===== src/mss_pkg.sv =====
// shared types, constants and helpers for the mux sensor scan sequencer
// no dependencies; every other file refers to it by scoped names
package mss_pkg;

  // default timestamp arithmetic width
  localparam int TIME_BITS_DEF = 40;

  // field widths
  localparam int FUNC_W   = 2;
  localparam int SAMPLE_W = 12;
  localparam int NOW_W    = 40;
  localparam int CHAN_W   = 4;
  localparam int SLOT_W   = 3;
  localparam int VALUE_W  = 32;
  localparam int PKT_W    = 16;
  localparam int PHASE_W  = 2;
  localparam int WDOG_W   = 8;
  localparam int THR_W    = 12;
  localparam int TMO_W    = 20;
  localparam int MAP_W    = 36;
  localparam int NIB_W    = 4;

  // configuration port
  localparam int CFG_DATA_W = 64;
  localparam int CFG_ADDR_W = 6;
  localparam int REG_IDX_W  = 3;

  // register indexes
  localparam logic [REG_IDX_W-1:0] REG_THR  = 3'd0;
  localparam logic [REG_IDX_W-1:0] REG_TMO  = 3'd1;
  localparam logic [REG_IDX_W-1:0] REG_WDOG = 3'd2;
  localparam logic [REG_IDX_W-1:0] REG_PLIM = 3'd3;
  localparam logic [REG_IDX_W-1:0] REG_MAP  = 3'd4;

  // register reset values
  localparam logic [THR_W-1:0]  THR_RST  = 12'd2046;
  localparam logic [TMO_W-1:0]  TMO_RST  = 20'd30050;
  localparam logic [WDOG_W-1:0] WDOG_RST = 8'd50;
  localparam logic [PKT_W-1:0]  PLIM_RST = 16'd50;
  localparam logic [MAP_W-1:0]  MAP_RST  = 36'd0;

  // function codes of an input beat
  localparam logic [FUNC_W-1:0] FUNC_START = 2'd0;
  localparam logic [FUNC_W-1:0] FUNC_STOP  = 2'd1;
  localparam logic [FUNC_W-1:0] FUNC_POLL  = 2'd2;

  // echo measurement phases
  localparam logic [PHASE_W-1:0] PH_TRIG = 2'd0;
  localparam logic [PHASE_W-1:0] PH_LOW  = 2'd1;
  localparam logic [PHASE_W-1:0] PH_RISE = 2'd2;
  localparam logic [PHASE_W-1:0] PH_HIGH = 2'd3;

  // packet slots
  localparam logic [SLOT_W-1:0] SLOT_LAST_RANGER = 3'd2;
  localparam logic [SLOT_W-1:0] SLOT_IR_FRONT    = 3'd3;
  localparam logic [SLOT_W-1:0] SLOT_IR_LEFT     = 3'd4;
  localparam logic [SLOT_W-1:0] SLOT_BATT        = 3'd5;

  // channel map nibbles
  localparam logic [NIB_W-1:0] NIB_IR_FRONT = 4'd6;
  localparam logic [NIB_W-1:0] NIB_IR_LEFT  = 4'd7;
  localparam logic [NIB_W-1:0] NIB_BATT     = 4'd8;

  localparam logic [VALUE_W-1:0] VALUE_SAT = '1;
  localparam logic [PKT_W-1:0]   PKT_MAX   = '1;

  typedef struct packed {
    logic [THR_W-1:0]  echo_threshold;
    logic [TMO_W-1:0]  echo_timeout_us;
    logic [WDOG_W-1:0] watchdog_limit;
    logic [PKT_W-1:0]  packet_limit;
    logic [MAP_W-1:0]  channel_map;
  } cfg_t;

  typedef struct packed {
    logic [FUNC_W-1:0]   func;
    logic [SAMPLE_W-1:0] analog_sample;
    logic                digital_level;
    logic [NOW_W-1:0]    now_us;
  } item_t;

  typedef struct packed {
    logic [CHAN_W-1:0]  mux_channel;
    logic               drive_line;
    logic               fire_trigger;
    logic               value_valid;
    logic [SLOT_W-1:0]  value_slot;
    logic [VALUE_W-1:0] value;
    logic [PKT_W-1:0]   packet_tally;
    logic               scanning;
  } result_t;

  // mux channel held in nibble nib of the channel map
  function automatic logic [CHAN_W-1:0] chan_of(input logic [MAP_W-1:0] map,
                                                input logic [NIB_W-1:0] nib);
    return map[{nib, 2'b00} +: CHAN_W];
  endfunction

endpackage


===== src/mss_ifs.sv =====
// valid/ready channel interfaces for sample polls and scan results
// depends on mss_pkg for field widths
interface mss_in_if;
  logic                           valid;
  logic                           ready;
  logic [mss_pkg::FUNC_W-1:0]     func;
  logic [mss_pkg::SAMPLE_W-1:0]   analog_sample;
  logic                           digital_level;
  logic [mss_pkg::NOW_W-1:0]      now_us;

  modport source (output valid, func, analog_sample, digital_level, now_us,
                  input ready);
  modport sink (input valid, func, analog_sample, digital_level, now_us,
                output ready);
endinterface

interface mss_out_if;
  logic                           valid;
  logic                           ready;
  logic [mss_pkg::CHAN_W-1:0]     mux_channel;
  logic                           drive_line;
  logic                           fire_trigger;
  logic                           value_valid;
  logic [mss_pkg::SLOT_W-1:0]     value_slot;
  logic [mss_pkg::VALUE_W-1:0]    value;
  logic [mss_pkg::PKT_W-1:0]      packet_tally;
  logic                           scanning;

  modport source (output valid, mux_channel, drive_line, fire_trigger, value_valid,
                  value_slot, value, packet_tally, scanning,
                  input ready);
  modport sink (input valid, mux_channel, drive_line, fire_trigger, value_valid,
                value_slot, value, packet_tally, scanning,
                output ready);
endinterface


===== src/mss_cfg.sv =====
// apb-style configuration register file
// depends on mss_pkg for register indexes, reset values and cfg_t
module mss_cfg (
  input  logic                              clk,
  input  logic                              rst_n,
  input  logic                              psel,
  input  logic                              penable,
  input  logic                              pwrite,
  input  logic [mss_pkg::CFG_ADDR_W-1:0]    paddr,
  input  logic [mss_pkg::CFG_DATA_W-1:0]    pwdata,
  output logic [mss_pkg::CFG_DATA_W-1:0]    prdata,
  output logic                              pready,
  output mss_pkg::cfg_t                     cfg
);

  mss_pkg::cfg_t                   cfg_r;
  logic                            wr_en;
  logic [mss_pkg::REG_IDX_W-1:0]   idx;

  assign pready = 1'b1;
  assign wr_en  = psel && penable && pwrite && pready;
  // registers sit on 8-byte boundaries
  assign idx    = paddr[mss_pkg::CFG_ADDR_W-1:3];

  // register writes
  always_ff @(posedge clk) begin
    if (!rst_n) begin
      cfg_r.echo_threshold  <= mss_pkg::THR_RST;
      cfg_r.echo_timeout_us <= mss_pkg::TMO_RST;
      cfg_r.watchdog_limit  <= mss_pkg::WDOG_RST;
      cfg_r.packet_limit    <= mss_pkg::PLIM_RST;
      cfg_r.channel_map     <= mss_pkg::MAP_RST;
    end else if (wr_en) begin
      case (idx)
        mss_pkg::REG_THR:  cfg_r.echo_threshold  <= pwdata[mss_pkg::THR_W-1:0];
        mss_pkg::REG_TMO:  cfg_r.echo_timeout_us <= pwdata[mss_pkg::TMO_W-1:0];
        mss_pkg::REG_WDOG: cfg_r.watchdog_limit  <= pwdata[mss_pkg::WDOG_W-1:0];
        mss_pkg::REG_PLIM: cfg_r.packet_limit    <= pwdata[mss_pkg::PKT_W-1:0];
        mss_pkg::REG_MAP:  cfg_r.channel_map     <= pwdata[mss_pkg::MAP_W-1:0];
        default: ;
      endcase
    end
  end

  // read back
  always_comb begin
    case (idx)
      mss_pkg::REG_THR:  prdata = mss_pkg::CFG_DATA_W'(cfg_r.echo_threshold);
      mss_pkg::REG_TMO:  prdata = mss_pkg::CFG_DATA_W'(cfg_r.echo_timeout_us);
      mss_pkg::REG_WDOG: prdata = mss_pkg::CFG_DATA_W'(cfg_r.watchdog_limit);
      mss_pkg::REG_PLIM: prdata = mss_pkg::CFG_DATA_W'(cfg_r.packet_limit);
      mss_pkg::REG_MAP:  prdata = mss_pkg::CFG_DATA_W'(cfg_r.channel_map);
      default:           prdata = '0;
    endcase
  end

  assign cfg = cfg_r;

endmodule


===== src/mss_step.sv =====
// scan state registers and the single-pass step logic for one input beat
// depends on mss_pkg for item_t, result_t, cfg_t, codes and chan_of
module mss_step #(
  parameter int TIME_BITS = mss_pkg::TIME_BITS_DEF
) (
  input  logic              clk,
  input  logic              rst_n,
  input  logic              adv,
  input  mss_pkg::item_t    item,
  input  mss_pkg::cfg_t     cfg,
  output mss_pkg::result_t  res
);

  logic                          run_r, run_nxt;
  logic [mss_pkg::SLOT_W-1:0]    slot_r, slot_nxt;
  logic [mss_pkg::PHASE_W-1:0]   phase_r, phase_nxt;
  logic [mss_pkg::WDOG_W-1:0]    wait_r, wait_nxt;
  logic [TIME_BITS-1:0]          rise_r, rise_nxt;
  logic [mss_pkg::PKT_W-1:0]     pkt_r, pkt_nxt;

  logic [63:0]                   now64;
  logic [TIME_BITS-1:0]          now_w;
  logic [TIME_BITS-1:0]          elapsed;
  logic [63:0]                   el64;
  logic [mss_pkg::VALUE_W-1:0]   el_sat;
  logic                          el_over;
  logic [mss_pkg::WDOG_W:0]      cnt;
  logic                          wd_over;
  logic                          samp_lo, samp_hi;
  logic [mss_pkg::NIB_W-1:0]     trig_nib, echo_nib;

  // timestamp taken modulo 2^TIME_BITS, pulse width and its saturation
  assign now64   = 64'(item.now_us);
  assign now_w   = now64[TIME_BITS-1:0];
  assign elapsed = now_w - rise_r;
  assign el64    = 64'(elapsed);
  assign el_over = el64 > 64'(cfg.echo_timeout_us);
  assign el_sat  = (|el64[63:mss_pkg::VALUE_W]) ? mss_pkg::VALUE_SAT
                                                : el64[mss_pkg::VALUE_W-1:0];

  // watchdog and threshold compares
  assign cnt     = {1'b0, wait_r} + 9'd1;
  assign wd_over = cnt > {1'b0, cfg.watchdog_limit};
  assign samp_lo = item.analog_sample < cfg.echo_threshold;
  assign samp_hi = item.analog_sample > cfg.echo_threshold;

  // ranger nibbles: trigger at 2*slot, echo right after it
  assign trig_nib = {1'b0, slot_r[1:0], 1'b0};
  assign echo_nib = {1'b0, slot_r[1:0], 1'b1};

  // next state and result of one beat
  always_comb begin
    run_nxt   = run_r;
    slot_nxt  = slot_r;
    phase_nxt = phase_r;
    wait_nxt  = wait_r;
    rise_nxt  = rise_r;
    pkt_nxt   = pkt_r;
    res       = '0;

    case (item.func)
      mss_pkg::FUNC_START: begin
        if (!run_r) begin
          run_nxt   = 1'b1;
          slot_nxt  = '0;
          phase_nxt = mss_pkg::PH_TRIG;
          wait_nxt  = '0;
        end
      end
      mss_pkg::FUNC_STOP: begin
        run_nxt   = 1'b0;
        slot_nxt  = '0;
        phase_nxt = mss_pkg::PH_TRIG;
        wait_nxt  = '0;
      end
      mss_pkg::FUNC_POLL: begin
        if (run_r) begin
          if (pkt_r == cfg.packet_limit) begin
            // limit reached: halt without sampling
            run_nxt   = 1'b0;
            slot_nxt  = '0;
            phase_nxt = mss_pkg::PH_TRIG;
            wait_nxt  = '0;
          end else if (slot_r <= mss_pkg::SLOT_LAST_RANGER) begin
            if (phase_r == mss_pkg::PH_TRIG) begin
              res.mux_channel  = mss_pkg::chan_of(cfg.channel_map, trig_nib);
              res.drive_line   = 1'b1;
              res.fire_trigger = 1'b1;
              phase_nxt        = mss_pkg::PH_LOW;
            end else begin
              res.mux_channel = mss_pkg::chan_of(cfg.channel_map, echo_nib);
              case (phase_r)
                mss_pkg::PH_LOW: begin
                  if (samp_lo) phase_nxt = mss_pkg::PH_RISE;
                end
                mss_pkg::PH_RISE: begin
                  if (samp_hi) begin
                    rise_nxt  = now_w;
                    phase_nxt = mss_pkg::PH_HIGH;
                  end
                  // watchdog wins over a rise seen in the same poll
                  if (wd_over) begin
                    res.value_valid = 1'b1;
                    res.value_slot  = slot_r;
                    res.value       = '0;
                    slot_nxt        = slot_r + 3'd1;
                    phase_nxt       = mss_pkg::PH_TRIG;
                    wait_nxt        = '0;
                  end else begin
                    wait_nxt = cnt[mss_pkg::WDOG_W-1:0];
                  end
                end
                default: begin
                  // timing the high pulse
                  if (el_over || samp_lo) begin
                    res.value_valid = 1'b1;
                    res.value_slot  = slot_r;
                    res.value       = el_sat;
                    slot_nxt        = slot_r + 3'd1;
                    phase_nxt       = mss_pkg::PH_TRIG;
                    wait_nxt        = '0;
                  end
                end
              endcase
            end
          end else if (slot_r <= mss_pkg::SLOT_IR_LEFT) begin
            res.mux_channel = mss_pkg::chan_of(cfg.channel_map,
                                (slot_r == mss_pkg::SLOT_IR_FRONT) ? mss_pkg::NIB_IR_FRONT
                                                                    : mss_pkg::NIB_IR_LEFT);
            res.value_valid = 1'b1;
            res.value_slot  = slot_r;
            res.value       = mss_pkg::VALUE_W'(item.digital_level);
            slot_nxt        = slot_r + 3'd1;
            phase_nxt       = mss_pkg::PH_TRIG;
            wait_nxt        = '0;
          end else if (slot_r == mss_pkg::SLOT_BATT) begin
            res.mux_channel = mss_pkg::chan_of(cfg.channel_map, mss_pkg::NIB_BATT);
            res.value_valid = 1'b1;
            res.value_slot  = slot_r;
            res.value       = mss_pkg::VALUE_W'(item.analog_sample);
            slot_nxt        = slot_r + 3'd1;
            phase_nxt       = mss_pkg::PH_TRIG;
            wait_nxt        = '0;
          end else begin
            // packet close, also taken for the spare slot code
            if (pkt_r != mss_pkg::PKT_MAX) pkt_nxt = pkt_r + 16'd1;
            slot_nxt  = '0;
            phase_nxt = mss_pkg::PH_TRIG;
            wait_nxt  = '0;
          end
        end
      end
      default: ;
    endcase

    res.packet_tally = pkt_nxt;
    res.scanning     = run_nxt;
  end

  // scan state
  always_ff @(posedge clk) begin
    if (!rst_n) begin
      run_r   <= 1'b0;
      slot_r  <= '0;
      phase_r <= mss_pkg::PH_TRIG;
      wait_r  <= '0;
      rise_r  <= '0;
      pkt_r   <= '0;
    end else if (adv) begin
      run_r   <= run_nxt;
      slot_r  <= slot_nxt;
      phase_r <= phase_nxt;
      wait_r  <= wait_nxt;
      rise_r  <= rise_nxt;
      pkt_r   <= pkt_nxt;
    end
  end

endmodule


===== src/mux_sensor_scan_sequencer_unit.sv =====
// top level of the mux sensor scan sequencer: input register, step logic, result register
// depends on mss_pkg, mss_ifs (mss_in_if, mss_out_if), mss_cfg and mss_step
//
//  channel  | direction | beat contents
//  ---------+-----------+-----------------------------------------------------------
//  in_ch    | in        | func, analog_sample, digital_level, now_us
//  out_ch   | out       | mux_channel, drive_line, fire_trigger, value_valid,
//           |           | value_slot, value, packet_tally, scanning
//  apb      | in        | register writes/reads, 8-byte stride, 64-bit data
//
// one beat per cycle sustained while out_ch.ready stays high; every input beat gives exactly one result beat
// path: input register, then step logic into the result register
// a stalled result register holds; one more beat waits in the input register
// synchronous active-low reset stops the scan and loads register defaults
module mux_sensor_scan_sequencer_unit #(
  parameter int TIME_BITS = mss_pkg::TIME_BITS_DEF
) (
  input  logic                              clk,
  input  logic                              rst_n,
  mss_in_if.sink                            in_ch,
  mss_out_if.source                         out_ch,
  input  logic                              psel,
  input  logic                              penable,
  input  logic                              pwrite,
  input  logic [mss_pkg::CFG_ADDR_W-1:0]    paddr,
  input  logic [mss_pkg::CFG_DATA_W-1:0]    pwdata,
  output logic [mss_pkg::CFG_DATA_W-1:0]    prdata,
  output logic                              pready
);

  mss_pkg::cfg_t     cfg;
  mss_pkg::item_t    item_r;
  mss_pkg::result_t  res, res_r;
  logic              in_vld_r, in_vld_nxt;
  logic              out_vld_r, out_vld_nxt;
  logic              in_acc;
  logic              adv;

  // configuration registers
  mss_cfg u_cfg (
    .clk     (clk),
    .rst_n   (rst_n),
    .psel    (psel),
    .penable (penable),
    .pwrite  (pwrite),
    .paddr   (paddr),
    .pwdata  (pwdata),
    .prdata  (prdata),
    .pready  (pready),
    .cfg     (cfg)
  );

  // handshake: step fires when the result register is free or draining
  assign adv         = in_vld_r && (!out_vld_r || out_ch.ready);
  assign in_ch.ready = !in_vld_r || adv;
  assign in_acc      = in_ch.valid && in_ch.ready;
  assign in_vld_nxt  = in_acc || (in_vld_r && !adv);
  assign out_vld_nxt = adv || (out_vld_r && !out_ch.ready);

  // valid flags
  always_ff @(posedge clk) begin
    if (!rst_n) begin
      in_vld_r  <= 1'b0;
      out_vld_r <= 1'b0;
    end else begin
      in_vld_r  <= in_vld_nxt;
      out_vld_r <= out_vld_nxt;
    end
  end

  // input beat register
  always_ff @(posedge clk) begin
    if (in_acc) begin
      item_r.func          <= in_ch.func;
      item_r.analog_sample <= in_ch.analog_sample;
      item_r.digital_level <= in_ch.digital_level;
      item_r.now_us        <= in_ch.now_us;
    end
  end

  // step logic and scan state
  mss_step #(
    .TIME_BITS (TIME_BITS)
  ) u_step (
    .clk   (clk),
    .rst_n (rst_n),
    .adv   (adv),
    .item  (item_r),
    .cfg   (cfg),
    .res   (res)
  );

  // result register
  always_ff @(posedge clk) begin
    if (adv) res_r <= res;
  end

  assign out_ch.valid        = out_vld_r;
  assign out_ch.mux_channel  = res_r.mux_channel;
  assign out_ch.drive_line   = res_r.drive_line;
  assign out_ch.fire_trigger = res_r.fire_trigger;
  assign out_ch.value_valid  = res_r.value_valid;
  assign out_ch.value_slot   = res_r.value_slot;
  assign out_ch.value        = res_r.value;
  assign out_ch.packet_tally = res_r.packet_tally;
  assign out_ch.scanning     = res_r.scanning;

`ifndef NO_ASSERTIONS
  // input side only stalls behind a full, stalled result register
  a_ready_stall: assert property (@(posedge clk) disable iff (!rst_n)
    !in_ch.ready |-> (in_vld_r && out_vld_r && !out_ch.ready))
    else $error("input stalled without a stalled result");

  // a stop beat always leaves the scan stopped and writes no slot
  a_stop_result: assert property (@(posedge clk) disable iff (!rst_n)
    (adv && item_r.func == mss_pkg::FUNC_STOP) |=>
      (out_vld_r && !res_r.scanning && !res_r.value_valid))
    else $error("stop beat did not stop the scan");

  // a stopped scan never samples or fires
  a_idle_quiet: assert property (@(posedge clk) disable iff (!rst_n)
    (out_vld_r && !res_r.scanning) |-> (!res_r.value_valid && !res_r.fire_trigger))
    else $error("activity while not scanning");

  // trigger step drives the line and writes no slot value
  a_trig_drive: assert property (@(posedge clk) disable iff (!rst_n)
    (out_vld_r && res_r.fire_trigger) |-> (res_r.drive_line && !res_r.value_valid))
    else $error("trigger without drive or with value");
`endif

endmodule

===== src/flat_wrapper.sv =====
// flat-port wrapper written by rule: the top's interface ports become plain ports
module mux_sensor_scan_sequencer_unit_flat 
#(
  parameter int TIME_BITS = mss_pkg::TIME_BITS_DEF
)
  (clk, rst_n, psel, penable, pwrite, paddr, pwdata, prdata, pready, in_ch_valid, in_ch_func, in_ch_analog_sample, in_ch_digital_level, in_ch_now_us, in_ch_ready, out_ch_valid, out_ch_mux_channel, out_ch_drive_line, out_ch_fire_trigger, out_ch_value_valid, out_ch_value_slot, out_ch_value, out_ch_packet_tally, out_ch_scanning, out_ch_ready);
  mss_in_if in_ch_i ();
  mss_out_if out_ch_i ();
  input  logic clk;
  input  logic rst_n;
  input  logic psel;
  input  logic penable;
  input  logic pwrite;
  input  logic [mss_pkg::CFG_ADDR_W-1:0] paddr;
  input  logic [mss_pkg::CFG_DATA_W-1:0] pwdata;
  output logic [mss_pkg::CFG_DATA_W-1:0] prdata;
  output logic pready;
  input wire logic [$bits(in_ch_i.valid)-1:0] in_ch_valid;
  input wire logic [$bits(in_ch_i.func)-1:0] in_ch_func;
  input wire logic [$bits(in_ch_i.analog_sample)-1:0] in_ch_analog_sample;
  input wire logic [$bits(in_ch_i.digital_level)-1:0] in_ch_digital_level;
  input wire logic [$bits(in_ch_i.now_us)-1:0] in_ch_now_us;
  output wire logic [$bits(in_ch_i.ready)-1:0] in_ch_ready;
  output wire logic [$bits(out_ch_i.valid)-1:0] out_ch_valid;
  output wire logic [$bits(out_ch_i.mux_channel)-1:0] out_ch_mux_channel;
  output wire logic [$bits(out_ch_i.drive_line)-1:0] out_ch_drive_line;
  output wire logic [$bits(out_ch_i.fire_trigger)-1:0] out_ch_fire_trigger;
  output wire logic [$bits(out_ch_i.value_valid)-1:0] out_ch_value_valid;
  output wire logic [$bits(out_ch_i.value_slot)-1:0] out_ch_value_slot;
  output wire logic [$bits(out_ch_i.value)-1:0] out_ch_value;
  output wire logic [$bits(out_ch_i.packet_tally)-1:0] out_ch_packet_tally;
  output wire logic [$bits(out_ch_i.scanning)-1:0] out_ch_scanning;
  input wire logic [$bits(out_ch_i.ready)-1:0] out_ch_ready;
  assign in_ch_i.valid = in_ch_valid;
  assign in_ch_i.func = in_ch_func;
  assign in_ch_i.analog_sample = in_ch_analog_sample;
  assign in_ch_i.digital_level = in_ch_digital_level;
  assign in_ch_i.now_us = in_ch_now_us;
  assign in_ch_ready = in_ch_i.ready;
  assign out_ch_valid = out_ch_i.valid;
  assign out_ch_mux_channel = out_ch_i.mux_channel;
  assign out_ch_drive_line = out_ch_i.drive_line;
  assign out_ch_fire_trigger = out_ch_i.fire_trigger;
  assign out_ch_value_valid = out_ch_i.value_valid;
  assign out_ch_value_slot = out_ch_i.value_slot;
  assign out_ch_value = out_ch_i.value;
  assign out_ch_packet_tally = out_ch_i.packet_tally;
  assign out_ch_scanning = out_ch_i.scanning;
  assign out_ch_i.ready = out_ch_ready;
  mux_sensor_scan_sequencer_unit #(.TIME_BITS(TIME_BITS)) u_core (.clk(clk), .rst_n(rst_n), .in_ch(in_ch_i), .out_ch(out_ch_i), .psel(psel), .penable(penable), .pwrite(pwrite), .paddr(paddr), .pwdata(pwdata), .prdata(prdata), .pready(pready));
endmodule

===== config.mk =====
export PLATFORM = sky130hd
export DESIGN_NAME = mux_sensor_scan_sequencer_unit_flat
export DESIGN_NICKNAME = d
export VERILOG_FILES = /design/src/mss_pkg.sv /design/src/mss_ifs.sv /design/src/mss_cfg.sv /design/src/mss_step.sv /design/src/mux_sensor_scan_sequencer_unit.sv /design/src/flat_wrapper.sv
export SDC_FILE = /design/constraint.sdc
export NUM_CORES = 1
export LEC_CHECK = 0
export ABC_AREA = 0
export BUFFER_PORTS_ARGS = -buffer_cell sky130_fd_sc_hd__buf_2
export CORE_MARGIN = 2
export CORE_UTILIZATION = 53
export CTS_BUF_LIST = sky130_fd_sc_hd__clkbuf_8
export CTS_CLUSTER_SIZE = 25
export DETAILED_ROUTE_END_ITERATION = 16
export GPL_ROUTABILITY_DRIVEN = 0
export MAX_ROUTING_LAYER = met4
export PLACE_DENSITY = 0.76
export SETUP_SLACK_MARGIN = 0.15
export SYNTH_ARGS = -nofsm -noshare
export SYNTH_HDL_FRONTEND = slang
export SYNTH_SLANG_ARGS = --single-unit

===== constraint.sdc =====
create_clock -name clk -period 6.7 [get_ports clk]
set_input_delay 0.335 -clock clk [delete_from_list [all_inputs] [get_ports clk]]
set_output_delay 0.335 -clock clk [all_outputs]
set_load 0.01 [all_outputs]

Word-level counts from Yosys, hierarchy flattened
Cells that the tools add are included.
{"block": "op_classes", "addsub": 4, "n_lt_le_gt_ge": 6, "n_eq_ne": 21, "n_shift": 3, "n_mux": 56, "bitwise": 5, "n_reduce_logical": 31}
{"cell": "36-bit two-way mux", "count": 6}
{"cell": "36-bit one-hot mux with 5 select lines", "count": 1}
{"cell": "16-bit two-way mux", "count": 7}
{"cell": "36-bit by 6-bit indexed part select with 4-bit output", "count": 3}
{"cell": "36-bit one-hot mux with 2 select lines", "count": 1}
{"cell": "8-bit two-way mux", "count": 7}
{"cell": "40-bit by 20-bit > comparator with 1-bit output", "count": 1}
{"cell": "40-bit subtractor", "count": 1}
{"cell": "32-bit two-way mux", "count": 1}
{"cell": "3-bit two-way mux", "count": 9}
{"cell": "8-bit one-hot mux with 3 select lines", "count": 1}
{"cell": "2-bit two-way mux", "count": 10}
{"cell": "16-bit by 1-bit adder with 16-bit output (second input constant)", "count": 1}
{"cell": "16-bit equality test", "count": 1}
{"cell": "4-bit two-way mux", "count": 4}
{"cell": "16-bit inequality test (second input constant)", "count": 1}
{"cell": "8-bit one-hot mux with 2 select lines", "count": 1}
{"cell": "8-bit AND reduction", "count": 2}
{"cell": "7-bit AND reduction", "count": 2}
{"cell": "12-bit > comparator", "count": 1}
{"cell": "12-bit < comparator", "count": 1}
{"cell": "2-bit AND reduction", "count": 5}
{"cell": "8-bit by 1-bit adder with 9-bit output (second input constant)", "count": 1}
{"cell": "3-bit by 2-bit equality test with 1-bit output (second input constant)", "count": 3}
{"cell": "31 further kinds", "count": 55}
{"block": "totals", "reg_bits": 278, "inputBits": 132}

Longest topological paths before layout
Gate-level depths: netlist (run 1).
{"block": "depth", "word_depth": 10, "ltp_mapped": 23, "ltp_nobuf": 22}

Hierarchy
A second synthesis (run 1) with hierarchy kept.
{"block": "unflattened", "cells_unflattened": 1773, "area_unflattened_um2": 16544.6}
{"mod": "mss_step", "n_inst": 1, "cells_each": 1150, "area_per_inst_um2": 8546.9, "seq_area_each_um2": 1401.3}
{"mod": "mss_cfg", "n_inst": 1, "cells_each": 500, "area_per_inst_um2": 4470.5, "seq_area_each_um2": 1841.8}
{"mod": "mux_sensor_scan_sequencer_unit", "n_inst": 1, "cells_each": 123, "area_per_inst_um2": 3527.1, "seq_area_each_um2": 3463.3}

Worst setup path before layout (run 1)
Ideal clock, no wire load.
{"block": "synth_path", "kind": "reg2reg", "startpoint": "register u_core.item_r[0] (netlist name)", "endpoint": "register u_core.res_r (netlist bit u_core.out_ch.value_valid), data pin", "setup_time_ns": 0.259, "t_arrival_ns": 4.370, "setup_slack_ns": 2.071, "stages_incl_launch_ff": 22, "n_path_buf": 0, "path_cell_list": "edfxtp_1 > inv_1 > ha_1 > fa_1 > and2b_1 > o2111ai_1 > a2111o_1 > and3b_1 > o21bai_1 > xnor2_1 > inv_1 > ha_1 > nand4_1 > nor3_1 > a221oi_1 > o21ai_0 > o21ai_0 > o211ai_1 > nor4b_2 > nand4_1 > o31a_1 > o31a_1"}
{"block": "synth_via", "elab_chain_cells": 7}
{"item": "start, declared", "line": "mux_sensor_scan_sequencer_unit.sv:32", "source": "mss_pkg::item_t item_r;"}
{"item": "40-bit subtractor", "line": "mss_step.sv:35", "source": "assign elapsed = now_w - rise_r;"}
{"item": "40-bit by 20-bit > comparator with 1-bit output", "line": "mss_step.sv:37", "source": "assign el_over = el64 > 64'(cfg.echo_timeout_us);"}
{"item": "1-bit logical OR", "line": "mss_step.sv:115", "source": "if (el_over || samp_lo) begin"}
{"item": "36-bit two-way mux", "line": "mss_step.sv:115"}
{"item": "36-bit one-hot mux with 2 select lines", "line": "mss_step.sv:92", "source": "case (phase_r)"}
{"item": "36-bit two-way mux", "line": "mss_step.sv:85", "source": "if (phase_r == mss_pkg::PH_TRIG) begin"}
{"item": "36-bit two-way mux", "line": "mss_step.sv:84", "source": "end else if (slot_r <= mss_pkg::SLOT_LAST_RANGER) begin"}
{"item": "end signal, assigned", "line": "mux_sensor_scan_sequencer_unit.sv:95", "source": "if (adv) res_r <= res;"}
{"item": "end, declared", "line": "mux_sensor_scan_sequencer_unit.sv:33", "source": "mss_pkg::result_t res, res_r;"}
Every way passes these cells.
A chain may end at the register's enable or synchronous reset.

Worst setup path in the final report (run 1)
Ends and elaborated chain as after synthesis.

==> key figures, run 1 <==
Die
  – Die area: 0.0309 mm^2
  – Num rows: 62
  – I/O pins: 258
  – Die X: about 180 um
  – Starting Density: 54.1%
  – Die height: 176 um
  – Core Area: a little under 0.03 mm^2

Setup path
  – CP required: ~7000 ps
  – WS Path Type: reg -> reg
  – R2R cell count: 21
  – R2R Path End: u_core.out_ch.value_valid
  – CP Cell Sequence: inv_1, ha_1, fa_1, and2b_1, o2111ai_1, a2111o_1, and3b_1, o21bai_1, xnor2_1, inv_1, ha_1, nand4_1, nor3_1, a221oi_1, o21ai_0, o21ai_0, o211ai_1, nor4b_2, nand4_1, o31a_1, o31a_1
  – Slowest cell on crit path: a2111o_1
  – Crit path capture type: flip-flop
  – CP peak stage delay: about 470 ps
  – Worst EP arrival: 5710 ps
  – Flop2flop setup slack: between 1000 and 1500 ps
  – Worst r2r src: u_core.item_r[0]
  – Setup crit start kind: flip-flop
  – Crit path max fanout: 3

Yosys
  – Area leader, netlist: edfxtp_1
  – Commonest cells in the netlist: nand2_1 (361), a21oi_1 (203), dfxtp_1 (164)
  – Cells after synthesis: 1817
  – Syn Std Cell Area: 0.0157 mm^2
  – Number of synthesized flops with an enable pin: 113
  – Ys Warns: 0
  – Avg Cell Area, Syn: 8.62 um^2
  – Ranking of synthesized cells by area: edfxtp_1 (22%), dfxtp_1 (21%), nand2_1 (8.6%), ha_1 (7.0%), a21oi_1 (6.5%)
  – Synth Flop Type: dfxtp_1
  – Most common cell in the netlist: nand2_1
  – Async S/R FF share, synth: 0%
  – Post-synth top area share: 21.7%
  – Synth cell types: 80
  – Post-synthesis sequential area ratio: a little over two fifths
  – Flops & latches, synth: 277

Drt
  – Drt drc: 0
  – Vias: 14.1k
  – Post-Route M1 WL: 17.4 mm
  – Routed met3 length: 3.26 mm
  – Vias/cell: 5.70
  – DR WL met2: about 20 mm
  – Routed Antenna Nets: 0
  – Drt total wl: 42.2 mm
  – Pre-Repair DR Iteration Count: 6
  – WL/cell: between 15 and 20 um
  – Max Used Layer: met4
  – Initial drt markers: between 1.5k and 2k

Min path
  – WHS Endpoint: u_core.u_cfg.cfg[13]
  – Hold Crit Class: in -> reg
  – Worst hold start: pwdata[13]
  – Hold Crit Depth: 3

Timing
  – Final hold violations: 0
  – RSZ-0062 raised after global routing: no
  – Final period utilization: 80.3%
  – Clock Skew: around 53 ps
  – Final min period: 5380 ps
  – Tightest Pin Transition: roughly 1200 ps
  – Worst rel slew slack: 18.4%
  – Fmax: 0.186 GHz
  – Final setup vio count: 0
  – Worst setup margin: 1320 ps
  – Final TNS setup: 0 ps
  – Slew Limit Fails: 0

Finish
  – Share of post-route cells with drive strength above 1: 15.0%
  – Fin nets: 2268
  – Area delta synth->final: 17.8%
  – Fin cells: 2470
  – ANT cells: 0

CTS
  – Clk sinks: 277
  – TritonCTS Buffers: 47
  – CTS tree: built
  – Root Buffer: clkbuf_8
  – CTS resizes: 0
  – H-tree levels: 2
  – Worst-Skew Late Latency: 600 ps
  – Clock Path Buffers: 3
  – Clk slew on worst S/H paths: 60 ps

Pwr
  – Worst VDD drop: 0.000125 V
  – Pwr Density: 207 mW/mm^2
  – Cell leakage power: 7.50 nW

Global routing
  – Remaining Overflow, GRT: 0
  – Largest net degree at the start of global routing: 100
  – Total GRT Usage: 27.5%
  – Via count of the first global-routing pass: 13.2k
  – Initial antenna violation count: 0
  – First-pass GRT wire length: 66.4 mm

Flow run
  – Max-cap violations: 0

Place
  – Pre-CTS setup slack: 1410 ps
  – Post-DP HPWL: 30.3 mm
  – Total placed cells including tap cells: 2305
  – Port bufs: between 150 and 200

Run status
  – Status: finished, final reports clean
flip-flops by register name (all words and copies together), names as in the netlist:
name,count
u_core.u_step.rise_r,40
u_core.out_ch.value_valid,1
u_core.in_vld_r,1
u_core.out_ch.valid,1
u_core.out_ch.value_slot,3
u_core.u_step.wait_r,8
u_core.u_step.slot_r,3
u_core.out_ch.mux_channel,4
u_core.u_step.pkt_r,16
u_core.out_ch.scanning,1
u_core.out_ch.value,32
u_core.item_r,55
u_core.u_step.run_r,1
u_core.u_step.phase_r,2
u_core.u_cfg.cfg,92
u_core.out_ch.drive_line,1
u_core.out_ch.packet_tally,16
kinds of logic (layout without fill, tap and decap cells):
| kind of cell | Yosys count | after routing | share of synthesized area (%) |
|---|---|---|---|
| buffers and inverters | 242 | 484 | 6.76 |
| adder cells (fa/ha/maj) | 89 | 89 | 7.16 |
| AND/OR/NAND/NOR | 653 | 653 | 18.8 |
| other | 2 | 29 | 0.0479 |
| flip-flops | 277 | 277 | 42.6 |
| AO/OA/AOI/OAI | 428 | 428 | 16.5 |
| XOR/XNOR | 77 | 77 | 4.30 |
| multiplexers | 49 | 49 | 3.78 |
area by class of cell:
class                      instances  area (um^2)
fill                            2471        10500
multi-input combinational       1325         8060
sequential                       277         6680
timing repair buffer             287         1850
clock buffer                      52          716
tap                              384          480
inverter                         109          410
clock inverter                    36          267
layer usage:
| metal | global-route usage, % | vias to the layer above |
|---|---|---|
| met3 | 4.48 | 144 |
| met5 | - | - |
| met1 | 34.5 | 6542 |
| li1 | - | 6739 |
| met4 | 11.4 | 0 |
| met2 | 44.3 | 647 |
through the flow:
step	hold WS, ps	cell area, um^2	total power, mW	util (%)
floorplan	434	15800	2.11	-
global placement	441	16700	2.22	57.7
detailed placement	446	16700	2.23	57.7
CTS	1.68	18500	3.84	63.8
global route	32.9	18500	3.97	63.8
finish	29.1	18500	3.82	63.8
worst max-delay path, delay by kind of cell (launching register included):
family / cells / cell delay, ps
flops: 1 / 350
buf+inv: 2 / 120
compound gates: 9 / 2360
simple gates: 6 / 1180
xor+xnor: 1 / 190
fa+ha+maj: 3 / 930
worst max-delay path by stage:
stage / endpoint / depth (start not counted) / start
detailed placement: u_core.out_ch.value_valid / 21 / u_core.item_r[0]
finish: u_core.out_ch.value_valid / 21 / u_core.item_r[0]
floorplan: u_core.out_ch.value_valid / 21 / u_core.item_r[0]
CTS: u_core.out_ch.value_valid / 21 / u_core.item_r[0]
global placement: u_core.out_ch.value_valid / 21 / u_core.item_r[0]
global route: u_core.out_ch.value[8] / 22 / u_core.item_r[0]
what timing repair did:
action                                 in CTS  in global routing
buffers inserted                            0                  0
endpoints found under the hold margin      81                  0
hold buffers                               77                  0
where the power goes:
part           switching (mW)  total, mW  internal [mW]  leakage (nW)
clock network           0.707       1.58          0.874         0.589
registers              0.0246       1.82           1.80          2.42
logic                   0.250      0.416          0.166          4.48
cells in the final DEF, fill, tap and decap left out, drive strengths merged, types with 29 or more instances in the layout:
cell type    instances
a21oi              203
buf                210
clkbuf              52
conb                29
dfxtp              164
dlygate4sd3         77
edfxtp             113
ha                  88
inv                135
mux2i               40
nand2              362
nand3               33
nor2                88
o211ai              32
o21ai               74
xnor2               35
xor2                42
Power figures use the tool's default switching activity.
==> run 2: changes to the inputs <==
PLACE_DENSITY = 0.79   (was 0.76)
clock period = 4.94 ns   (was 6.7 ns; I/O delays follow)
==> run 2 against run 1 <==
Net effect: the flow now finishes with violations (negative setup slack); setup slack got worse by 1400 ps; worst hold slack improved by 200 ps; final cell count rose by 2.0%; total power rose by 38%; non-clock buffer count rose by 52; clock power rose by 37%; sequential share of layout area fell by 1.3 points; wire length rose by 4.5%; largest power group unchanged; fmax rose by 7.0%; critical endpoint is now u_core.out_ch.value[23].
==> key figures, run 2 (synthesis results as in run 1) <==
Pwr
  – Pwr Density: about 270 mW/mm^2
  – Worst VDD drop: 0.000214 V
  – Cell leakage power: 7.77 nW
  – Final total power: 5.26 mW

Global routing
  – Met2 global-route usage: 45.8%
  – Via count of the first global-routing pass: 13.5k
  – Grt peak-use layer: met2
  – M1 GR Usage: 35.3%
  – Total GRT Usage: between 20% and 30%
  – Largest net degree at the start of global routing: 60
  – GR Util met3: about 4.4%
  – Initial antenna violation count: 0
  – First-pass GRT wire length: ~68 mm
  – Remaining Overflow, GRT: 0

Timing
  – RSZ-0062 raised after global routing: yes
  – Worst setup margin: -85.2 ps
  – Clock Skew: 19.2 ps
  – Final TNS setup: -1500 ps
  – Worst rel slew slack: between 15 and 20%
  – Fmax: between 0.15 and 0.2 GHz
  – Final period utilization: 102%
  – Final setup vio count: 29
  – Final hold violations: 0
  – Slew Limit Fails: 0
  – Tightest Pin Transition: 1250 ps
  – Final min period: roughly 5000 ps

Setup path
  – Setup crit start kind: flip-flop
  – Flop2flop setup slack: -90 ps
  – Worst r2r src: u_core.item_r[1]
  – Worst EP arrival: between 5000 and 6000 ps
  – WS Path Type: reg -> reg
  – Crit path max fanout: 10
  – Crit path capture type: flip-flop
  – R2R Path End: u_core.out_ch.value[23]
  – R2R cell count: 22
  – CP required: about 5200 ps

Run status
  – Failing checks: negative setup slack
  – Status: finished, violations left

Min path
  – Hold Crit Depth: 3
  – WHS Endpoint: u_core.u_cfg.cfg[37]
  – Hold Crit Class: in -> reg
  – Worst hold start: rst_n

Die
  – Core Area: 0.0289 mm^2
  – Starting Density: 54.1%
  – Die area: 0.0309 mm^2
  – Die X: about 180 um
  – Num rows: 62
  – Die height: 176 um
  – I/O pins: 258

Finish
  – Max reg flops: 92
  – Final core occ: 66.2%
  – # fillers: between 2k and 2.5k
  – Commonest non-fill, non-tap cell in the layout: nand2_1
  – ANT cells: 0
  – Most frequent cells in the layout: nand2_1 (359), buf_2 (197), a21oi_1 (194)
  – Fin cells: 2520
  – Share of post-route cells with drive strength above 1: 18.4%
  – Fin nets: 2319
  – Area delta synth->final: 22.3%

CTS
  – Clk sinks: 277
  – CTS tree: built
  – Clk slew on worst S/H paths: ~70 ps
  – Root Buffer: clkbuf_8
  – Worst-Skew Late Latency: between 500 and 600 ps
  – TritonCTS Buffers: 46
  – Clock Path Buffers: 3
  – H-tree levels: 2

Drt
  – Drt total wl: 44.1 mm
  – Vias/cell: 5.71
  – Vias: 14.4k
  – Routed Antenna Nets: 0
  – Pre-Repair DR Iteration Count: 5
  – WL/cell: 17.5 um
  – Initial drt markers: 1612
  – Drt drc: 0

Place
  – Total placed cells including tap cells: 2326
  – Post-DP HPWL: 30.8 mm
  – Port bufs: 197

Flow run
  – Max-cap violations: 0
[run 2: cell count changes in the layout (fill, tap and decap cells not counted), sizes merged]
cell / delta
bufinv: -1
inv: -10
dlygate4sd3: +16
clkbuf: +6
buf: +35
clkinv: +4
[run 2: metal layers]
layer  wire length, um  part of all wire [%]  up-vias
met4              1610                   3.7        0
met3              3450                   7.8      115
li1                  -                     -     6856
met2             21000                    48      742
met5                 0                     0        -
met1             18000                    41     6669
[run 2: cell type report]
type | instances | area (um^2) | share of cell area (%)
multi-input cells | 1325 | 8280 | 43.2
flip-flops and latches | 277 | 6680 | 34.8
repair buffers | 339 | 2320 | 12.1
clock buffers | 57 | 785 | 4.09
well taps | 384 | 480 | 2.51
inverters | 109 | 410 | 2.14
clock inverters | 29 | 216 | 1.13
[run 2: how the worst max path moves through the flow]
stage / start / to / slack, ps / cells past startpoint
finish: u_core.item_r[1] / u_core.out_ch.value[23] / -90 / 22
detailed placement: u_core.item_r[0] / u_core.out_ch.value_valid / -140 / 21
global route: u_core.item_r[1] / u_core.out_ch.value[13] / -300 / 22
floorplan: u_core.item_r[0] / u_core.out_ch.value_valid / 310 / 21
CTS: u_core.item_r[0] / u_core.out_ch.value_valid / 180 / 22
global placement: u_core.item_r[0] / u_core.out_ch.value_valid / -40 / 21
[run 2: worst max-delay path, stage by stage (launching register included)]
cell and delay, ps:
edfxtp_1 410, buf_4 160, ha_1 280, nor2b_2 180, o2111a_2 290, o211a_1 220
or2_2 300, a31oi_2 210, xor2_1 260, inv_1 70, ha_1 310, nand2_2 90
nor3_2 50, a221oi_2 250, o21ai_1 140, o21ai_2 190, o211ai_1 120, nor4b_2 340
nand4_1 170, buf_4 180, o21bai_4 240, buf_6 180, a21oi_1 70
[run 2: stage by stage]
step | setup WS, ps | hold slack [ps] | area (um^2)
floorplan | 311 | 346 | 15800
CTS | 184 | 211 | 18900
detailed placement | -143 | 425 | 16900
finish | -85.2 | 227 | 19200
global placement | -43.8 | 424 | 16900
global route | -302 | 257 | 19200
[run 2: report_power, final]
group	switching [mW]	total (mW)	internal (mW)
Sequential	0.0346	2.47	2.44
Clock	0.955	2.17	1.21
Combinational	0.366	0.627	0.262
[run 2: timing repair]
item	4_1_cts	5_1_grt
cloned	0	2
pin swaps	8	22
buffers inserted	7	6
hold endpoints to repair	129	0
setup endpoints to repair	45	45
hold buffers	93	0
resized for setup	11	50
==> run 3: changes to the inputs <==
clock period = 4.13 ns   (was 4.94 ns; I/O delays follow)
==> run 3 against run 2 <==
Net effect: sequential share of layout area down 0.89 points; final cell count grew 3.2%; the flow still finishes with violations (negative setup slack); clock-buffer cell count shrank 6; critical endpoint is now u_core.out_ch.value[0]; clock power grew 7%; clock skew rose by 23 ps.
==> key figures, run 3 (synthesis results as in run 1) <==
Drt
  – Vias: 14.8k
  – Drt total wl: 45.7 mm
  – Initial drt markers: 1643
  – Drt drc: 0
  – Routed Antenna Nets: 0
  – Pre-Repair DR Iteration Count: 8
  – Vias/cell: approximately 5.7
  – WL/cell: roughly 18 um

Setup path
  – Crit path capture type: flip-flop
  – Crit-path leading delay family: compound AO/OA/AOI/OAI gates
  – Critical Path End: u_core.out_ch.value[0]
  – R2R Path End: u_core.out_ch.value[0]
  – Flop2flop setup slack: -770 ps
  – WS Path Type: reg -> reg
  – Setup crit start kind: flip-flop
  – Worst EP arrival: about 5200 ps
  – Crit path max fanout: 15
  – CP required: 4420 ps
  – R2R cell count: 23
  – CP startpoint: u_core.item_r[0]
  – Worst Path Buf+Inv: 4
  – Worst r2r src: u_core.item_r[0]
  – CP Depth: 23
  – Slowest cell on crit path: edfxtp_1
  – CP Cell Sequence: inv_2, ha_4, fa_2, and2b_1, o2111ai_2, buf_4, a211o_1, and3_4, o21a_1, xor2_1, inv_1, ha_1, nand4_1, nor3_4, a221oi_2, o21ai_1, o21ai_1, o211ai_1, nor4b_2, nand4_1, o21bai_2, buf_12, o32ai_1
  – CP peak stage delay: 360 ps

Run status
  – Failing checks: negative setup slack
  – Status: finished, violations left

Place
  – Port bufs: roughly 200
  – Post-DP HPWL: 32.2 mm

Timing
  – Slew Limit Fails: 0
  – RSZ-0062 raised after global routing: yes
  – Fmax: 0.204 GHz
  – Worst rel slew slack: 24.0%
  – Final min period: a little under 5000 ps
  – Clock Skew: 42.6 ps
  – Final period utilization: 119%
  – Worst setup margin: -767 ps
  – Tightest Pin Transition: 1140 ps
  – Final hold violations: 0
  – Final setup vio count: 45
  – Hold slack: 252 ps

Pwr
  – Internal power: 4.48 mW
  – Sequential cell fraction of total power: 48.5%
  – Comb pwr share: 13.4%
  – Switch Pwr: approximately 1.6 mW
  – Worst VDD drop: around 0.00023 V
  – Clock network power share: 38.1%
  – Cell leakage power: 8.10 nW
  – Sw frac: 26.6%
  – Pwr Density: 310 mW/mm^2

Finish
  – Most frequent cells in the layout: nand2_1 (359), buf_2 (197), a21oi_1 (186)
  – Fin nets: 2401
  – Max reg flops: 92
  – FF/Latch Area: 0.00668 mm^2
  – Final core occ: 68.0%
  – # fillers: 2206
  – Area delta synth->final: 25.6%
  – Multi-input gate area: 0.00826 mm^2
  – Share of post-route cells with drive strength above 1: 21.2%
  – ANT cells: 0
  – Commonest non-fill, non-tap cell in the layout: nand2_1

Global routing
  – Via count of the first global-routing pass: 14.2k
  – Total GRT Usage: 29.6%
  – Largest net degree at the start of global routing: 97
  – Initial antenna violation count: 0
  – First-pass GRT wire length: between 70 and 80 mm
  – Remaining Overflow, GRT: 0

CTS
  – Clk slew on worst S/H paths: ~60 ps
  – Clk sinks: 277
  – TritonCTS Buffers: 46
  – H-tree levels: 2
  – Root Buffer: clkbuf_8
  – Clock Path Buffers: 3
  – CTS tree: built
  – Worst-Skew Late Latency: 590 ps

Flow run
  – Max-cap violations: 0

Die
  – Die X: 176 um
  – Core Area: around 0.029 mm^2
  – I/O pins: 258
  – Die height: 176 um
  – Starting Density: 54.1%
  – Num rows: 62
  – Die area: 0.0309 mm^2

Min path
  – Hold Crit Class: in -> reg
[run 3: changes by cell type in the layout (fill, tap and decap cells not counted), moves of 4 or more]
cell / previous run / this run
o21ai_1: 8 / 13
a21oi_1: 194 / 186
o21ai_0: 59 / 55
clkbuf_8: 57 / 51
buf_4: 45 / 127
inv_1: 119 / 124
a21oi_2: 8 / 17
[run 3: metal layers]
metal  up-vias  track usage [%]  share of wire [%]
met3       132             4.26                7.8
met2       741             48.1                 47
met5         -                -                  0
met4         0             12.8                4.0
met1      6935             36.8                 41
li1       7014                -                  -
[run 3: layout make-up]
cell class                      count  area share [%]
Clock inverter                     34           0.891
Multi-Input combinational cell   1325            42.0
Inverter                          109            2.09
Timing Repair Buffer              421            15.1
Tap cell                          384            2.44
Clock buffer                       51            3.57
Sequential cell                   277            33.9
[run 3: worst min-delay path, stage by stage]
cell	delay, ps
buf_2	90
nand4_1	60
buf_4	270
nand2_1	110
a21oi_1	50
[run 3: worst min-delay path by stage]
| stage | cells past startpoint | startpoint | slack [ps] | to |
|---|---|---|---|---|
| final | 5 | penable | 250 | u_core.u_cfg.cfg[13] |
| after global routing | 2 | rst_n | 290 | u_core.u_cfg.cfg[40] |
| after CTS | 2 | rst_n | 220 | u_core.u_cfg.cfg[40] |
| after detailed placement | 1 | in_ch_now_us[20] | 380 | u_core.item_r[20] |
| after global placement | 1 | in_ch_now_us[14] | 380 | u_core.item_r[14] |
| after floorplan | 0 | in_ch_now_us[0] | 310 | u_core.item_r[0] |
[run 3: what timing repair did]
item / in CTS / in global routing
hold buffers: 93 / 0
buffers inserted: 11 / 4
pin swaps: 7 / 2
endpoints found under the hold margin: 144 / 0
setup endpoints to repair: 45 / 47
resized for setup: 13 / 6
cloned: 1 / 1
[run 3: power by group through the flow]
stage,clock network (mW),logic [mW],registers (mW)
2_1_floorplan,0,0.431,3.01
3_3_place_gp,0,0.685,3.01
3_5_place_dp,0,0.705,3.01
4_1_cts,2.34,0.790,2.95
5_1_grt,2.48,0.882,2.96
6_report,2.32,0.816,2.96
[run 3: through the flow]
step	TNS [ps]	power, mW	setup WS (ps)	cells	instance area, um^2
after floorplan	-8040	3.44	-323	1844	15900
after global placement	-19280	3.69	-613	2406	17600
after detailed placement	-26880	3.72	-763	2406	17600
after CTS	-23560	6.09	-611	2596	19600
after global routing	-41060	6.32	-1010	2601	19700
final	-30030	6.10	-767	2601	19700
